### src/hw/rtl/warp_grid_bicubic_eval_assert.svh
// Assertion macros shared by the warp grid evaluator.
`ifndef WARP_GRID_BICUBIC_EVAL_ASSERT_SVH
`define WARP_GRID_BICUBIC_EVAL_ASSERT_SVH

// Same-cycle implication, disabled while reset is asserted.
`define WGBE_ASSERT_IMP(lbl, clk, rstn, ante, cons, msg) \
    lbl: assert property (@(posedge clk) disable iff (!(rstn)) (ante) |-> (cons)) \
        else $error(msg);

// Next-cycle implication, disabled while reset is asserted.
`define WGBE_ASSERT_NXT(lbl, clk, rstn, ante, cons, msg) \
    lbl: assert property (@(posedge clk) disable iff (!(rstn)) (ante) |=> (cons)) \
        else $error(msg);

`endif

### src/hw/rtl/wgbe_ram.sv
`timescale 1ns / 1ps
module wgbe_ram #(
    parameter int WIDTH = 36,
    parameter int DEPTH = 64
) (
    input  logic                     aclk,
    input  logic                     we,
    input  logic [$clog2(DEPTH)-1:0] waddr,
    input  logic [WIDTH-1:0]         wdata,
    input  logic                     re,
    input  logic [$clog2(DEPTH)-1:0] raddr,
    output logic [WIDTH-1:0]         rdata
);
    logic [WIDTH-1:0] mem [DEPTH];
    logic [WIDTH-1:0] rdata_reg;

    always_ff @(posedge aclk) begin
        if (we) begin
            mem[waddr] <= wdata;
        end
        if (re) begin
            rdata_reg <= mem[raddr];
        end
    end

    assign rdata = rdata_reg;
endmodule

### config.mk
export PLATFORM = sky130hd
export DESIGN_NAME = wgbe_ram
export DESIGN_NICKNAME = d
export VERILOG_FILES = /design/src/hw/rtl/warp_grid_bicubic_eval_assert.svh /design/src/hw/rtl/wgbe_ram.sv
export SDC_FILE = /design/constraint.sdc
export NUM_CORES = 2
export LEC_CHECK = 0
export ABC_AREA = 1
export BUFFER_PORTS_ARGS = -buffer_cell sky130_fd_sc_hd__buf_2
export CAP_MARGIN = 20
export CORE_ASPECT_RATIO = 1.75
export CORE_MARGIN = 4
export CORE_UTILIZATION = 40
export CTS_CLUSTER_SIZE = 25
export DETAILED_ROUTE_END_ITERATION = 8
export PLACE_DENSITY = 0.62
export RECOVER_POWER = 50
export SLEW_MARGIN = 40
export SYNTH_ARGS = -nofsm -noshare
export SYNTH_HDL_FRONTEND = slang
export SYNTH_SLANG_ARGS = --single-unit
### constraint.sdc
create_clock -name aclk -period 10 [get_ports aclk]
set_input_delay 1 -clock aclk [delete_from_list [all_inputs] [get_ports aclk]]
set_output_delay 1 -clock aclk [all_outputs]
set_load 0.005 [all_outputs]
==> results.ini <==
[run_status]
status=finished, violations left
violations=capacitance limit, slew limit

[placed_design]
placed_area_um2=97470
dp_cells=10420
io_buffers=86
pre_cts_ws_ns=4.444
gp_congestion=0.8064
hpwl_mm=146.6

[worst_setup_path]
critPathMaxStageDelay_ns=0.69
crit_chain=buf_8 > inv_16 > buf_12 > buf_16 > clkbuf_8 > nand2_1 > nand3_1 > nand3_1 > nand3_1 > nand3_1 > nand2_1 > nand2_1 > nand2_1
critical_path_class=input port to register
critPathArrivalTime_ns=5.05
cp_top_family=buffers and inverters
critical_path_required_ns=10.69
start_kind=input port
crit_fanout=173
slowest_stage=clkbuf_8
critical_path_buf_inv_count=5
critPathCaptureType=register

[clock_tree]
cts_tree=done
htreeDepth=4
cts.clk_slew.worst_paths_ns=0.06
cts_max_path_buffers=4
cts_setup_buffers=0
cts-root-buf=clkbuf_16
clkLatencyLatePin_ns=0.85
clkSinkCount=2340
cts_hold_buf=0
numCtsBuffers=199
ctsResizeCount=0

[synth]
synth.top_cells.by_count=nand2_1, edfxtp_1, nand3_1, buf_2, clkbuf_1
synth.area.top_cells=edfxtp_1, nand3_1, nand2_1, buf_2, clkbuf_1
syn-cell-area_um2=93370
yosys_warnings=0
ys_seq_elements=2340
synth_cell_types=15
synthArstFlopShare_pct=0
syn_avg_cell_area_um2=12.29
netlist_instances=7599
synth-edff-count=2340
seq_area_frac_synth_pct=75.26
yosysMostFrequentCell=nand2_1
syn_nets=7650
synth_top_flop_cell=edfxtp_1
synth_largest_area_cell=edfxtp_1
netlist.area_leader.share_pct=75.26

[global_routing]
grt_pass1_vias=59680
grt_pass1_wl_mm=412.7
grt_antenna_before_repair=30
grt.total_usage_pct=23.22
grt_max_degree=198
overflow=0

[floorplanning]
initial_core_util_pct=40.21
fp.dieW_um=373.2
core_um2=232200
io-pin-count=87
die_area_um2=241500
die_h_um=647.1
placementRows=234

[final_layout]
fin_nets=7617
multi_input_area_um2=20990
synthToLayoutAreaGrowth_pct=11.34
drive_above_1_share_pct=7.497
n_fill_cell=20570
seq_area_um2=70270
fin_area_um2=104000
largest_reg_flops=2304
layoutNonFillerInstCount=10810

[power]
leakagePower_nw=35.84
p_total_mw=19.93
pwr_density_cell_nw_per_um2=191.7
vdd_drop_max_mv=0.1447

[timing]
tns_ns=0
finalHoldViolations=0
clock.fmax_ghz=0.2294
timing.final.ws_setup_ns=5.641
fin_crit_sh_pct=43.59
setup_viol=0
slew_headroom_pct=-199.1
fin_skew_ns=0.04649
slew_viol_final=2377
rsz0062_at_grt=false
post-route-min-period_ns=4.359
worstMarginPinSlew_ns=4.486

[worst_hold_path]
hp-class=input port to register

[detailed_routing]
wirelength_mm=288.0
firstDrtPassIters=6
vias=61520
via_per_inst=5.692
drtAntennaViolNets=0
drc_errors=0
drt_iter0_markers=6500
drt-wirelength-per-cell_um=26.65

[flow_run]
maxCapViolCount=37

metrics by stage:
stage	hold WS (ns)	util [%]
after floorplan	0.7969	-
after detailed placement	0.8689	41.98
final	0.6535	44.77
after global routing	0.6684	44.76
after global placement	0.8743	41.72
after CTS	0.5594	44.73
cell usage in the layout (no fill, tap or decap), drive strengths merged:
master,synthesis,final
nor4,8,8
bufinv,0,24
nand2,2526,2526
edfxtp,2340,2340
nor2,56,56
buf,413,224
diode,0,17
inv,11,16
nand3,2146,2146
nand4,9,9
clkinvlp,0,9
clkbuf,89,275
clkinv,1,90
path summary, 6_finish.rpt:
check / endpoint / slack [ns] / startpoint / cells past startpoint
worst max-delay path: rdata[13] / 5.64 / raddr[0] / 13
worst min-delay path: mem[50][14] / 0.65 / waddr[2] / 2
worst max register to register: rdata[5] / 8.04 / mem[41][5] / 8
worst min register to register: rdata[20] / 0.88 / mem[40][20] / 8
layer usage:
| layer | wire length [um] | vias up | track usage (%) |
|---|---|---|---|
| met2 | 144100 | 3061 | 40.67 |
| met3 | 24620 | 726 | 3.853 |
| met5 | 208 | - | 0 |
| met1 | 102500 | 30690 | 27.51 |
| met4 | 16610 | 32 | 12.11 |
| li1 | - | 27010 | - |
cell families (layout without fill, tap and decap cells):
logic type,count (synthesis),in the layout,share of synthesized area [%]
DFF,2340,2340,75.26
other,0,17,0
buffers and inverters,514,638,2.744
and+or+nand+nor,4745,4745,22.00
layout make-up:
cell class,instances,share of cell area [%]
well taps,3068,3.693
flip-flops and latches,2340,67.60
clock inverters,127,1.208
diodes,17,0.04092
clock buffers,231,4.926
multi-input cells,4745,20.19
inverters,12,0.09148
repair buffers,268,2.251
power by group:
part | leakage (nW) | internal [mW] | switching, mW
logic | 11.6 | 0.273 | 0.925
registers | 21.1 | 10.9 | 0.0390
clock network | 3.12 | 4.29 | 3.50
Note: power is estimated with default switching activity, not from simulation.
