### src/hw/rtl/warp_grid_bicubic_eval_assert.svh
// Assertion macros shared by the warp grid evaluator.
`ifndef WARP_GRID_BICUBIC_EVAL_ASSERT_SVH
`define WARP_GRID_BICUBIC_EVAL_ASSERT_SVH

// Same-cycle implication, disabled while reset is asserted.
`define WGBE_ASSERT_IMP(lbl, clk, rstn, ante, cons, msg) \
    lbl: assert property (@(posedge clk) disable iff (!(rstn)) (ante) |-> (cons)) \
        else $error(msg);

// Next-cycle implication, disabled while reset is asserted.
`define WGBE_ASSERT_NXT(lbl, clk, rstn, ante, cons, msg) \
    lbl: assert property (@(posedge clk) disable iff (!(rstn)) (ante) |=> (cons)) \
        else $error(msg);

`endif

### src/hw/rtl/wgbe_pkg.sv
`timescale 1ns / 1ps
package wgbe_pkg;

    localparam int FRAC_BITS  = 16;
    localparam int PT_W       = 18;
    localparam int OUT_W      = 24;
    localparam int VAL_W      = 40;
    localparam int DEPTH      = 64;
    localparam int ADDR_W     = 6;
    localparam int GRID_W     = 8;
    localparam int SUB_W      = 3;
    localparam int NUM_W      = GRID_W + SUB_W;
    localparam int QUOT_W     = SUB_W + FRAC_BITS;
    localparam int VNUM_W     = 16;
    localparam int CFG_IDX_W  = 3;
    localparam int CFG_DATA_W = 8;
    localparam int OUT_MAX    = (1 << (OUT_W - 1)) - 1;
    localparam int OUT_MIN    = -(1 << (OUT_W - 1));

    localparam logic ACT_WRITE = 1'b0;
    localparam logic ACT_EVAL  = 1'b1;

    typedef enum logic [CFG_IDX_W-1:0] {
        REG_GRID_COLS  = 3'd0,
        REG_GRID_ROWS  = 3'd1,
        REG_SUBDIV_X   = 3'd2,
        REG_SUBDIV_Y   = 3'd3,
        REG_CUBIC_MODE = 3'd4
    } cfg_reg_t;

    typedef logic signed [VAL_W-1:0] val_t;
    typedef val_t [3:0] knots_t;

    // A coordinate outside the grid resolves to at most two stored points.
    typedef struct packed {
        logic [SUB_W-1:0]        i0;
        logic signed [2:0]       w0;
        logic [SUB_W-1:0]        i1;
        logic signed [2:0]       w1;
        logic                    two;
    } mirror_t;

    typedef struct packed {
        logic                    start;
        logic                    cubic;
        logic [FRAC_BITS-1:0]    t;
    } interp_req_t;

    // Mirror extrapolation of one axis: beyond an edge the point is twice
    // the edge minus the reflected point, applied again when the reflection
    // itself falls off the far edge of a one-cell grid.
    function automatic mirror_t mirror(input logic signed [4:0] c, input logic [SUB_W-1:0] s);
        mirror_t m;
        logic signed [4:0] ss;
        ss    = $signed({2'b00, s});
        m     = '0;
        m.i0  = c[SUB_W-1:0];
        m.w0  = 3'sd1;
        if (c < 5'sd0) begin
            m.i0 = '0;            m.w0 = 3'sd2;
            m.i1 = SUB_W'(1);     m.w1 = -3'sd1;
            m.two = 1'b1;
        end else if (c == ss + 5'sd1) begin
            m.i0 = s;             m.w0 = 3'sd2;
            m.i1 = s - SUB_W'(1); m.w1 = -3'sd1;
            m.two = 1'b1;
        end else if (c > ss + 5'sd1) begin
            m.two = 1'b1;
            if (s == SUB_W'(1)) begin
                m.i0 = SUB_W'(1); m.w0 = 3'sd3;
                m.i1 = '0;        m.w1 = -3'sd2;
            end else begin
                m.i0 = s;             m.w0 = 3'sd2;
                m.i1 = s - SUB_W'(2); m.w1 = -3'sd1;
            end
        end
        return m;
    endfunction

    // Store contents after reset: the unit square corners, all else zero.
    function automatic logic [2*PT_W-1:0] reset_point(input logic [ADDR_W-1:0] a);
        logic [PT_W-1:0] one;
        logic [2*PT_W-1:0] r;
        one = PT_W'(1 << FRAC_BITS);
        r   = '0;
        case (a)
            ADDR_W'(0): r = {{PT_W{1'b0}}, one};
            ADDR_W'(1): r = {one, one};
            ADDR_W'(3): r = {one, {PT_W{1'b0}}};
            default:    r = '0;
        endcase
        return r;
    endfunction

endpackage

### src/hw/rtl/wgbe_interp.sv
`timescale 1ns / 1ps
module wgbe_interp (
    input  logic                  aclk,
    input  logic                  aresetn,
    input  wgbe_pkg::interp_req_t req,
    input  wgbe_pkg::knots_t      knots,
    output logic                  busy,
    output logic                  done,
    output wgbe_pkg::val_t        result
);
    import wgbe_pkg::*;

    localparam int PROD_W = VAL_W + FRAC_BITS + 1;
    localparam logic signed [PROD_W-1:0] HALF_F  = PROD_W'(1) <<< (FRAC_BITS - 1);
    localparam logic signed [PROD_W-1:0] HALF_F1 = PROD_W'(1) <<< FRAC_BITS;

    typedef enum logic [1:0] {S_IDLE, S_MUL, S_ADD} state_t;

    state_t                    state_reg;
    logic [1:0]                step_reg;
    logic                      cubic_reg;
    logic [FRAC_BITS-1:0]      t_reg;
    logic signed [PROD_W-1:0]  prod_reg;
    val_t                      base_reg;
    val_t                      prev_reg;
    logic                      half_reg;
    logic                      last_reg;
    logic                      done_reg;

    val_t k0, k1, k2, k3, d12, c_v, b0_v, base_sel, x_sel;
    logic signed [PROD_W-1:0] prod_next, rnd_f, rnd_f1;

    // Catmull-Rom as three rounded multiply-adds (linear mode: one, k0 + t*(k1-k0)):
    // b = 2k0-5k1+4k2-k3 + t*c, a = k2-k0 + t*b, result = k1 + t*a/2.
    always_comb begin
        k0   = $signed(knots[0]);
        k1   = $signed(knots[1]);
        k2   = $signed(knots[2]);
        k3   = $signed(knots[3]);
        d12  = k1 - k2;
        c_v  = (d12 <<< 1) + d12 + k3 - k0;
        b0_v = (k0 <<< 1) - ((k1 <<< 2) + k1) + (k2 <<< 2) - k3;
        case (step_reg)
            2'd0: begin
                base_sel = cubic_reg ? b0_v : k0;
                x_sel    = cubic_reg ? c_v : (k1 - k0);
            end
            2'd1: begin
                base_sel = k2 - k0;
                x_sel    = prev_reg;
            end
            default: begin
                base_sel = k1;
                x_sel    = prev_reg;
            end
        endcase
        prod_next = PROD_W'(x_sel) * PROD_W'($signed({1'b0, t_reg}));
        rnd_f     = (prod_reg + HALF_F) >>> FRAC_BITS;
        rnd_f1    = (prod_reg + HALF_F1) >>> (FRAC_BITS + 1);
    end

    always_ff @(posedge aclk) begin
        if (!aresetn) begin
            state_reg <= S_IDLE;
            done_reg  <= 1'b0;
            step_reg  <= '0;
        end else begin
            done_reg <= 1'b0;
            unique case (state_reg)
                S_IDLE: begin
                    if (req.start) begin
                        cubic_reg <= req.cubic;
                        t_reg     <= req.t;
                        step_reg  <= '0;
                        state_reg <= S_MUL;
                    end
                end
                S_MUL: begin
                    prod_reg  <= prod_next;
                    base_reg  <= base_sel;
                    half_reg  <= cubic_reg && (step_reg == 2'd2);
                    last_reg  <= !cubic_reg || (step_reg == 2'd2);
                    state_reg <= S_ADD;
                end
                S_ADD: begin
                    prev_reg <= base_reg + VAL_W'(half_reg ? rnd_f1 : rnd_f);
                    if (last_reg) begin
                        done_reg  <= 1'b1;
                        state_reg <= S_IDLE;
                    end else begin
                        step_reg  <= step_reg + 2'd1;
                        state_reg <= S_MUL;
                    end
                end
                default: state_reg <= S_IDLE;
            endcase
        end
    end

    assign busy   = (state_reg != S_IDLE);
    assign done   = done_reg;
    assign result = prev_reg;
endmodule
### config.mk
export PLATFORM = sky130hd
export DESIGN_NAME = wgbe_interp
export DESIGN_NICKNAME = d
export VERILOG_FILES = /design/src/hw/rtl/warp_grid_bicubic_eval_assert.svh /design/src/hw/rtl/wgbe_pkg.sv /design/src/hw/rtl/wgbe_interp.sv
export SDC_FILE = /design/constraint.sdc
export NUM_CORES = 2
export LEC_CHECK = 0
export ABC_AREA = 1
export ABC_CLOCK_PERIOD_IN_PS = 30800
export CORE_UTILIZATION = 25
export DETAILED_ROUTE_END_ITERATION = 10
export DONT_BUFFER_PORTS = 1
export PLACE_DENSITY = 0.41
export SETUP_SLACK_MARGIN = 0.3
export SLEW_MARGIN = 20
export SYNTH_ARGS = -nofsm -noshare
export SYNTH_HDL_FRONTEND = slang
export SYNTH_SLANG_ARGS = --single-unit
### constraint.sdc
create_clock -name aclk -period 30.8 [get_ports aclk]
set_input_delay 1.54 -clock aclk [delete_from_list [all_inputs] [get_ports aclk]]
set_output_delay 1.54 -clock aclk [all_outputs]
set_load 0.02 [all_outputs]
==> run metrics <==
status=finished clean; maximum clock insertion buffer count=2; Synth Flop Type=edfxtp_1; Worst-Skew Late Latency=540 ps; Seq/Total Area, Yosys=0.0872; Setup Buffers After CTS=0; RSZ-0062 raised after global routing=no; Data required, critical path=31070 ps; die area=201000 um^2; Mapped Cells=6814; core area=197000 um^2; initial antenna violation count=13; Hold Crit Class=flip-flop to flip-flop; Nets=8062; max_slew headroom=0.232; startpoint class of the critical path=primary input; DRT Wirelength=227 mm; largest net degree at the start of global routing=82; IO Count=222; post-synthesis register bit count=146; most instantiated library cell after synthesis=inv_1; H-tree Lvls=4; post-synth top area share=0.317; global-route wire length before repair=332 mm; layout cells sized above 1=0.0334; yosys warns=0; Post-synth EDFFs=141; top post-synthesis cells by area=fa_1, inv_1, ha_1; Setup Skew=27.0 ps; antenna-violating nets left=0; max reg flops=42; Crit Path Max Fanout=12; Final setup viols=0; Pins Over Slew Limit=0; setup_tns=0 ps; die width=448 um; Period Utilization, post-route=0.448; Final Hold Viols=0; Port Buffers=0; vias=44900; Worst-path clk slew=80 ps; TritonCTS clock tree=yes; post_cts resized=0; DP Wirelength=197 mm; most used cell, CP=fa_1; cts hold-fix bufs=0; Final WS setup=16990 ps; Peak Freq=72.4 MHz; Layout fillers=22200; Area growth syn-to-layout=7.26%; CP top delay family=adder cells; Num CTS Buffers=17; Post-Syn Area per Cell=7.29 um^2; CP Capture Type=flip-flop; DRC violations left=0; gr usage total=0.229; DR WL/cell=24.2 um; Pre-antenna DRT Iters=6; critical path type=primary input to flip-flop; vias per cell=4.79; CTS root buffer=clkbuf_16; Tmin final=13810 ps; chip height=448 um; Arr. time, crit path=14080 ps; combined buffer and inverter count along the critical path=6; DR iter-0 viols=2999; Initial Utilization=0.252; slowest stage delay, CP=670 ps; row count=163; vias in the first global route=47600; Mapped Area=49700 um^2; Yosys top cell by area=fa_1; Yosys cell types=64; Async S/R FF share, synth=0; syn_nets=8153; gr ovfl total=0; clock sinks=146; number of max-cap violations=0; final RePlAce weighted congestion=0.977; Setup WS pre-CTS=16550 ps; Synth top cells by count=inv_1, nand2_1, fa_1; Worst-Margin Slew=1150 ps; Slowest cell on crit path=nand3_1
==> final timing paths <==
check	from	end	slack (ps)	cells past startpoint
max	knots[40]	prod_reg[56]	16990	44
min	state_reg[0]	state_reg[1]	510	2
max reg2reg	cubic_reg	prod_reg[53]	20970	32
min reg2reg	state_reg[0]	state_reg[1]	510	2
==> cells in the final DEF, fill, tap and decap left out, types with 141 or more instances in the layout <==
cell type     n
nand3_1     355
ha_1        371
edfxtp_1    141
inv_1      1621
o21ai_0     291
a21oi_1     519
xor2_1      149
nor2_1      655
nand2_1    1170
fa_1        787
==> per-stage QoR <==
stage | cells | hold slack [ps] | utilization | cell area (um^2)
5_1_grt | 9377 | 515 | 0.270 | 53300
2_1_floorplan | 6814 | 447 | - | 49700
6_report | 9379 | 505 | 0.270 | 53300
3_5_place_dp | 9344 | 493 | 0.267 | 52700
4_1_cts | 9376 | 501 | 0.270 | 53300
3_3_place_gp | 9344 | 485 | 0.267 | 52700
==> final cells by class <==
cell class | instances | area [um^2] | area share
Multi-Input combinational cell | 4857 | 38500 | 0.722
Inverter | 1654 | 6210 | 0.116
Sequential cell | 146 | 4330 | 0.0813
Tap cell | 2640 | 3300 | 0.0620
Clock buffer | 17 | 425 | 0.00798
Timing Repair Buffer | 47 | 353 | 0.00662
Clock inverter | 15 | 194 | 0.00364
Antenna cell | 3 | 7.51 | 0.000141
==> cell families after synthesis <==
group,after synthesis,share of synthesized area
AND/OR/NAND/NOR,2372,0.199
adder cells (fa/ha/maj),1159,0.411
buffers and inverters,1811,0.139
flip-flops,146,0.0872
XOR/XNOR,239,0.0421
multiplexers,1,0.000227
AO/OA/AOI/OAI,1086,0.121
==> worst min-delay path, stage by stage, from the launching register on <==
cell	delay (ps)
dfxtp_1	310
inv_1	90
nor3_1	60
==> routing by layer <==
metal  GRT usage  vias up  share of wire
met3      0.0251      260          0.042
met4       0.103        0          0.052
met1       0.290    22500           0.43
li1            -    20900              -
met2       0.390     1282           0.48
met5           0        -              0
Power is left out: the tool's default activity adds up to more than one toggle a clock period on the data nets, which glitch-free logic cannot reach.
