--- src/hw/rtl/warp_grid_bicubic_eval_assert.svh ---
// Assertion macros shared by the warp grid evaluator.
`ifndef WARP_GRID_BICUBIC_EVAL_ASSERT_SVH
`define WARP_GRID_BICUBIC_EVAL_ASSERT_SVH

// Same-cycle implication, disabled while reset is asserted.
`define WGBE_ASSERT_IMP(lbl, clk, rstn, ante, cons, msg) \
    lbl: assert property (@(posedge clk) disable iff (!(rstn)) (ante) |-> (cons)) \
        else $error(msg);

// Next-cycle implication, disabled while reset is asserted.
`define WGBE_ASSERT_NXT(lbl, clk, rstn, ante, cons, msg) \
    lbl: assert property (@(posedge clk) disable iff (!(rstn)) (ante) |=> (cons)) \
        else $error(msg);

`endif

--- src/hw/rtl/wgbe_pkg.sv ---
`timescale 1ns / 1ps
package wgbe_pkg;

    localparam int FRAC_BITS  = 16;
    localparam int PT_W       = 18;
    localparam int OUT_W      = 24;
    localparam int VAL_W      = 40;
    localparam int DEPTH      = 64;
    localparam int ADDR_W     = 6;
    localparam int GRID_W     = 8;
    localparam int SUB_W      = 3;
    localparam int NUM_W      = GRID_W + SUB_W;
    localparam int QUOT_W     = SUB_W + FRAC_BITS;
    localparam int VNUM_W     = 16;
    localparam int CFG_IDX_W  = 3;
    localparam int CFG_DATA_W = 8;
    localparam int OUT_MAX    = (1 << (OUT_W - 1)) - 1;
    localparam int OUT_MIN    = -(1 << (OUT_W - 1));

    localparam logic ACT_WRITE = 1'b0;
    localparam logic ACT_EVAL  = 1'b1;

    typedef enum logic [CFG_IDX_W-1:0] {
        REG_GRID_COLS  = 3'd0,
        REG_GRID_ROWS  = 3'd1,
        REG_SUBDIV_X   = 3'd2,
        REG_SUBDIV_Y   = 3'd3,
        REG_CUBIC_MODE = 3'd4
    } cfg_reg_t;

    typedef logic signed [VAL_W-1:0] val_t;
    typedef val_t [3:0] knots_t;

    // A coordinate outside the grid resolves to at most two stored points.
    typedef struct packed {
        logic [SUB_W-1:0]        i0;
        logic signed [2:0]       w0;
        logic [SUB_W-1:0]        i1;
        logic signed [2:0]       w1;
        logic                    two;
    } mirror_t;

    typedef struct packed {
        logic                    start;
        logic                    cubic;
        logic [FRAC_BITS-1:0]    t;
    } interp_req_t;

    // Mirror extrapolation of one axis: beyond an edge the point is twice
    // the edge minus the reflected point, applied again when the reflection
    // itself falls off the far edge of a one-cell grid.
    function automatic mirror_t mirror(input logic signed [4:0] c, input logic [SUB_W-1:0] s);
        mirror_t m;
        logic signed [4:0] ss;
        ss    = $signed({2'b00, s});
        m     = '0;
        m.i0  = c[SUB_W-1:0];
        m.w0  = 3'sd1;
        if (c < 5'sd0) begin
            m.i0 = '0;            m.w0 = 3'sd2;
            m.i1 = SUB_W'(1);     m.w1 = -3'sd1;
            m.two = 1'b1;
        end else if (c == ss + 5'sd1) begin
            m.i0 = s;             m.w0 = 3'sd2;
            m.i1 = s - SUB_W'(1); m.w1 = -3'sd1;
            m.two = 1'b1;
        end else if (c > ss + 5'sd1) begin
            m.two = 1'b1;
            if (s == SUB_W'(1)) begin
                m.i0 = SUB_W'(1); m.w0 = 3'sd3;
                m.i1 = '0;        m.w1 = -3'sd2;
            end else begin
                m.i0 = s;             m.w0 = 3'sd2;
                m.i1 = s - SUB_W'(2); m.w1 = -3'sd1;
            end
        end
        return m;
    endfunction

    // Store contents after reset: the unit square corners, all else zero.
    function automatic logic [2*PT_W-1:0] reset_point(input logic [ADDR_W-1:0] a);
        logic [PT_W-1:0] one;
        logic [2*PT_W-1:0] r;
        one = PT_W'(1 << FRAC_BITS);
        r   = '0;
        case (a)
            ADDR_W'(0): r = {{PT_W{1'b0}}, one};
            ADDR_W'(1): r = {one, one};
            ADDR_W'(3): r = {one, {PT_W{1'b0}}};
            default:    r = '0;
        endcase
        return r;
    endfunction

endpackage

--- src/hw/rtl/wgbe_div.sv ---
`timescale 1ns / 1ps
module wgbe_div (
    input  logic                          aclk,
    input  logic                          aresetn,
    input  logic                          start,
    input  logic [wgbe_pkg::NUM_W-1:0]    num,
    input  logic [wgbe_pkg::GRID_W-1:0]   den,
    output logic                          busy,
    output logic [wgbe_pkg::QUOT_W-1:0]   quot
);
    import wgbe_pkg::*;

    localparam int DVD_W = NUM_W + FRAC_BITS;
    localparam int CNT_W = $clog2(DVD_W + 1);

    logic [DVD_W-1:0]  dvd_reg;
    logic [GRID_W-1:0] rem_reg;
    logic [GRID_W-1:0] den_reg;
    logic [CNT_W-1:0]  cnt_reg;
    logic              busy_reg;
    logic [GRID_W:0]   rsh;
    logic [GRID_W:0]   rdiff;
    logic              ge;

    // Restoring division, one quotient bit per cycle; the quotient
    // shifts into the dividend register from the bottom.
    always_comb begin
        rsh   = {rem_reg, dvd_reg[DVD_W-1]};
        rdiff = rsh - {1'b0, den_reg};
        ge    = (rsh >= {1'b0, den_reg});
    end

    always_ff @(posedge aclk) begin
        if (!aresetn) begin
            busy_reg <= 1'b0;
            cnt_reg  <= '0;
        end else if (start) begin
            busy_reg <= 1'b1;
            cnt_reg  <= CNT_W'(DVD_W);
            dvd_reg  <= {num, {FRAC_BITS{1'b0}}};
            rem_reg  <= '0;
            den_reg  <= den;
        end else if (busy_reg) begin
            dvd_reg <= {dvd_reg[DVD_W-2:0], ge};
            rem_reg <= ge ? rdiff[GRID_W-1:0] : rsh[GRID_W-1:0];
            cnt_reg <= cnt_reg - CNT_W'(1);
            if (cnt_reg == CNT_W'(1)) begin
                busy_reg <= 1'b0;
            end
        end
    end

    assign busy = busy_reg;
    assign quot = dvd_reg[QUOT_W-1:0];
endmodule

--- config.mk ---
export PLATFORM = sky130hd
export DESIGN_NAME = wgbe_div
export DESIGN_NICKNAME = d
export VERILOG_FILES = /design/src/hw/rtl/warp_grid_bicubic_eval_assert.svh /design/src/hw/rtl/wgbe_pkg.sv /design/src/hw/rtl/wgbe_div.sv
export SDC_FILE = /design/constraint.sdc
export NUM_CORES = 1
export LEC_CHECK = 0
export BUFFER_PORTS_ARGS = -buffer_cell sky130_fd_sc_hd__buf_2
export CORE_MARGIN = 5
export CORE_UTILIZATION = 50
export CTS_CLUSTER_DIAMETER = 60
export CTS_CLUSTER_SIZE = 16
export DETAILED_ROUTE_END_ITERATION = 8
export PLACE_DENSITY = 0.71
export SYNTH_ARGS = -nofsm -noshare
export SYNTH_HDL_FRONTEND = slang
export SYNTH_SLANG_ARGS = --single-unit
export TNS_END_PERCENT = 20
--- constraint.sdc ---
create_clock -name aclk -period 2.3 [get_ports aclk]
set_input_delay 0.23 -clock aclk [delete_from_list [all_inputs] [get_ports aclk]]
set_output_delay 0.23 -clock aclk [all_outputs]
set_load 0.01 [all_outputs]
==> impl_metrics.env <==
export IMPL_syn_cell_area_um2=2570
export IMPL_maxCapViolCount=0
export IMPL_grt_overflow_total=0
export IMPL_grt_pass1_wl_mm=6.94
export IMPL_placement_io_buffers=41
export IMPL_drc=0
export IMPL_peakVddDrop_mv=0.339
export IMPL_via_per_inst=5.11
export IMPL_startpoint_type="flop"
export IMPL_grt_setup_unrepaired="false"
export IMPL_fin_crit_ns=2.06
export IMPL_cts_made_buffers=5
export IMPL_cts_sinks=49
export IMPL_dr_pass1_iters=4
export IMPL_fillCellCount=443
export IMPL_chipHeight_um=81.7
export IMPL_wl_per_cell_um=14.6
export IMPL_ctsResizeCount=0
export IMPL_p_seq_frac=0.547
export IMPL_die_w_um=81.7
export IMPL_layout_commonest_cell="edfxtp_1"
export IMPL_ys_seq_elements=49
export IMPL_fmax_mhz=486
export IMPL_clk_latency_ns=0.30
export IMPL_tightest_slew_ns=0.523
export IMPL_h_tree_depth=2
export IMPL_clk_pin_slew_ns=0.09
export IMPL_synthTopCellsByArea="edfxtp_1 (50%), buf_4 (5.6%), ha_1 (4.9%)"
export IMPL_ant_nets=0
export IMPL_tns_ns=0
export IMPL_final_cells=302
export IMPL_switchingPower_uw=535
export IMPL_fin_crit_sh=0.895
export IMPL_nNetsFinal=264
export IMPL_p_leak_nw=1.12
export IMPL_finClkSkew_ns=0.00736
export IMPL_synth_xor_area_frac=0.0171
export IMPL_muxShareOfSynthArea=0.0482
export IMPL_maxSlewViolCount=0
export IMPL_dp_cells=294
export IMPL_yosysTopAreaCellShare=0.503
export IMPL_ctsHoldBuffers=0
export IMPL_synth_top_family_by_area="compound AO/OA/AOI/OAI gates"
export IMPL_clockBufferDepth=2
export IMPL_layout_drive_gt1_share=0.319
export IMPL_crit_required_ns=2.34
export IMPL_max_slew_margin_rel=0.651
export IMPL_layout_common_cells="edfxtp_1 (43), buf_2 (41), nor2b_1 (16)"
export IMPL_dr_total_vias=1543
export IMPL_synth_compound_area_frac=0.135
export IMPL_ys_types=43
export IMPL_worst_setup_path_type="reg -> reg"
export IMPL_cts_tree="done"
export IMPL_die_area_um2=6670
export IMPL_syn_inst=204
export IMPL_antenna_found_initial=0
export IMPL_drt_initial_drc_count=131
export IMPL_synthSimpleGateAreaFrac=0.113
export IMPL_io_pins=42
export IMPL_core_area_um2=5040
export IMPL_rows=26
export IMPL_synth_adder_area_share=0.0565
export IMPL_grt_max_degree=31
export IMPL_setup_viol=0
export IMPL_power_internal_mw=1.44
export IMPL_ys_seq_area_frac=0.550
export IMPL_wl_mm=4.42
export IMPL_syn_to_final_growth_pct=9.99
export IMPL_combPwrFrac=0.197
export IMPL_swShare=0.271
export IMPL_cts_setup_buffers=0
export IMPL_min_path_type="in -> reg"
export IMPL_gp_congestion=0.835
export IMPL_syn_avg_cell_area_um2=12.6
export IMPL_start_util=0.509
export IMPL_status="completed"
export IMPL_grt_total_usage=0.140
export IMPL_hpwlAfterDp_mm=3.25
export IMPL_p_per_area_nw_per_um2=700
export IMPL_critPathArrivalTime_ns=2.10
export IMPL_critPathMaxFanout=8
export IMPL_cp_end_kind="flop"
export IMPL_ys_warnings_count=0
export IMPL_p_clk_frac=0.256
export IMPL_syn_num_nets=237
export IMPL_first_global_vias=1440
export IMPL_cts_root_buf="clkbuf_8"
export IMPL_finalHoldViolations=0
export IMPL_synth_largest_area_cell="edfxtp_1"
export IMPL_antenna_cells=0
export IMPL_largest_reg_flops=27
## critical path, stage by stage, from the launching register on
cell,delay (ns)
edfxtp_1,0.43
ha_1,0.39
a21o_4,0.27
a211o_1,0.39
o21ai_0,0.23
a21oi_1,0.09
## kinds of logic after synthesis
kind of cell | count (synthesis)
AOI/OAI and AO/OA | 43
xor gates and xnor gates | 5
adders and majority gates | 11
buffers and inverters | 36
DFF | 49
muxes | 11
and+or+nand+nor | 49
## stage by stage
step                       util  setup slack [ns]  area, um2  power (mW)  hold slack [ns]
after floorplan               -             0.266       2570        1.40            0.329
after global placement    0.542             0.316       2730        1.49            0.406
after detailed placement  0.542             0.268       2730        1.49            0.409
after CTS                 0.560             0.253       2820        1.99           0.0934
after global routing      0.560            0.0923       2820        2.09           0.0826
final                     0.560             0.242       2820        1.98            0.101
## metal layers
| metal | track usage | vias up | wire [um] |
|---|---|---|---|
| met5 | 0 | - | 0 |
| met4 | 0.0449 | 0 | 25 |
| met3 | 0.0417 | 2 | 266 |
| met2 | 0.200 | 42 | 2050 |
| met1 | 0.205 | 725 | 2080 |
| li1 | - | 774 | - |
## power by group through the flow
| stage | Combinational [mW] | Sequential [mW] | Clock (mW) |
|---|---|---|---|
| after global routing | 0.434 | 1.09 | 0.562 |
| final | 0.389 | 1.08 | 0.507 |
| after floorplan | 0.312 | 1.09 | 0 |
| after CTS | 0.392 | 1.08 | 0.520 |
| after detailed placement | 0.390 | 1.10 | 0 |
| after global placement | 0.386 | 1.10 | 0 |
## synthesized netlist by cell type, drive strengths merged
master / instances
edfxtp: 43
buf: 19
nor2b: 17
inv: 12
a21oi: 11
mux2: 11
ha: 10
nand3: 7
o21ai: 7
dfxtp: 6
nor2: 6
o21a: 6
a211oi: 5
clkbuf: 5
nand2: 4
nor3: 4
and2b: 3
xor2: 3
a211o: 2
a31oi: 2
and2: 2
and3: 2
o211ai: 2
xnor2: 2
a2111oi: 1
a21o: 1
a31o: 1
and3b: 1
fa: 1
nor3b: 1
nor4b: 1
o211a: 1
o22ai: 1
o311ai: 1
o31a: 1
o31ai: 1
or3: 1
## cell type report
cell class | instances | area, um2 | area share
Clock buffer | 5 | 68.8 | 0.0244
Clock inverter | 3 | 21.3 | 0.00753
Inverter | 12 | 45.0 | 0.0160
Multi-Input combinational cell | 119 | 950 | 0.336
Sequential cell | 49 | 1410 | 0.500
Tap cell | 70 | 87.6 | 0.0310
Timing Repair Buffer | 44 | 240 | 0.0851
## worst paths after layout
path              start         end  slack (ns)  cells after the start
max          rem_reg[5]  rem_reg[4]        0.24                      5
min              den[4]  den_reg[4]        0.10                      1
max reg2reg  rem_reg[5]  rem_reg[4]        0.24                      5
min reg2reg  dvd_reg[0]  dvd_reg[1]        0.56                      1
Power figures use the tool's default switching activity.
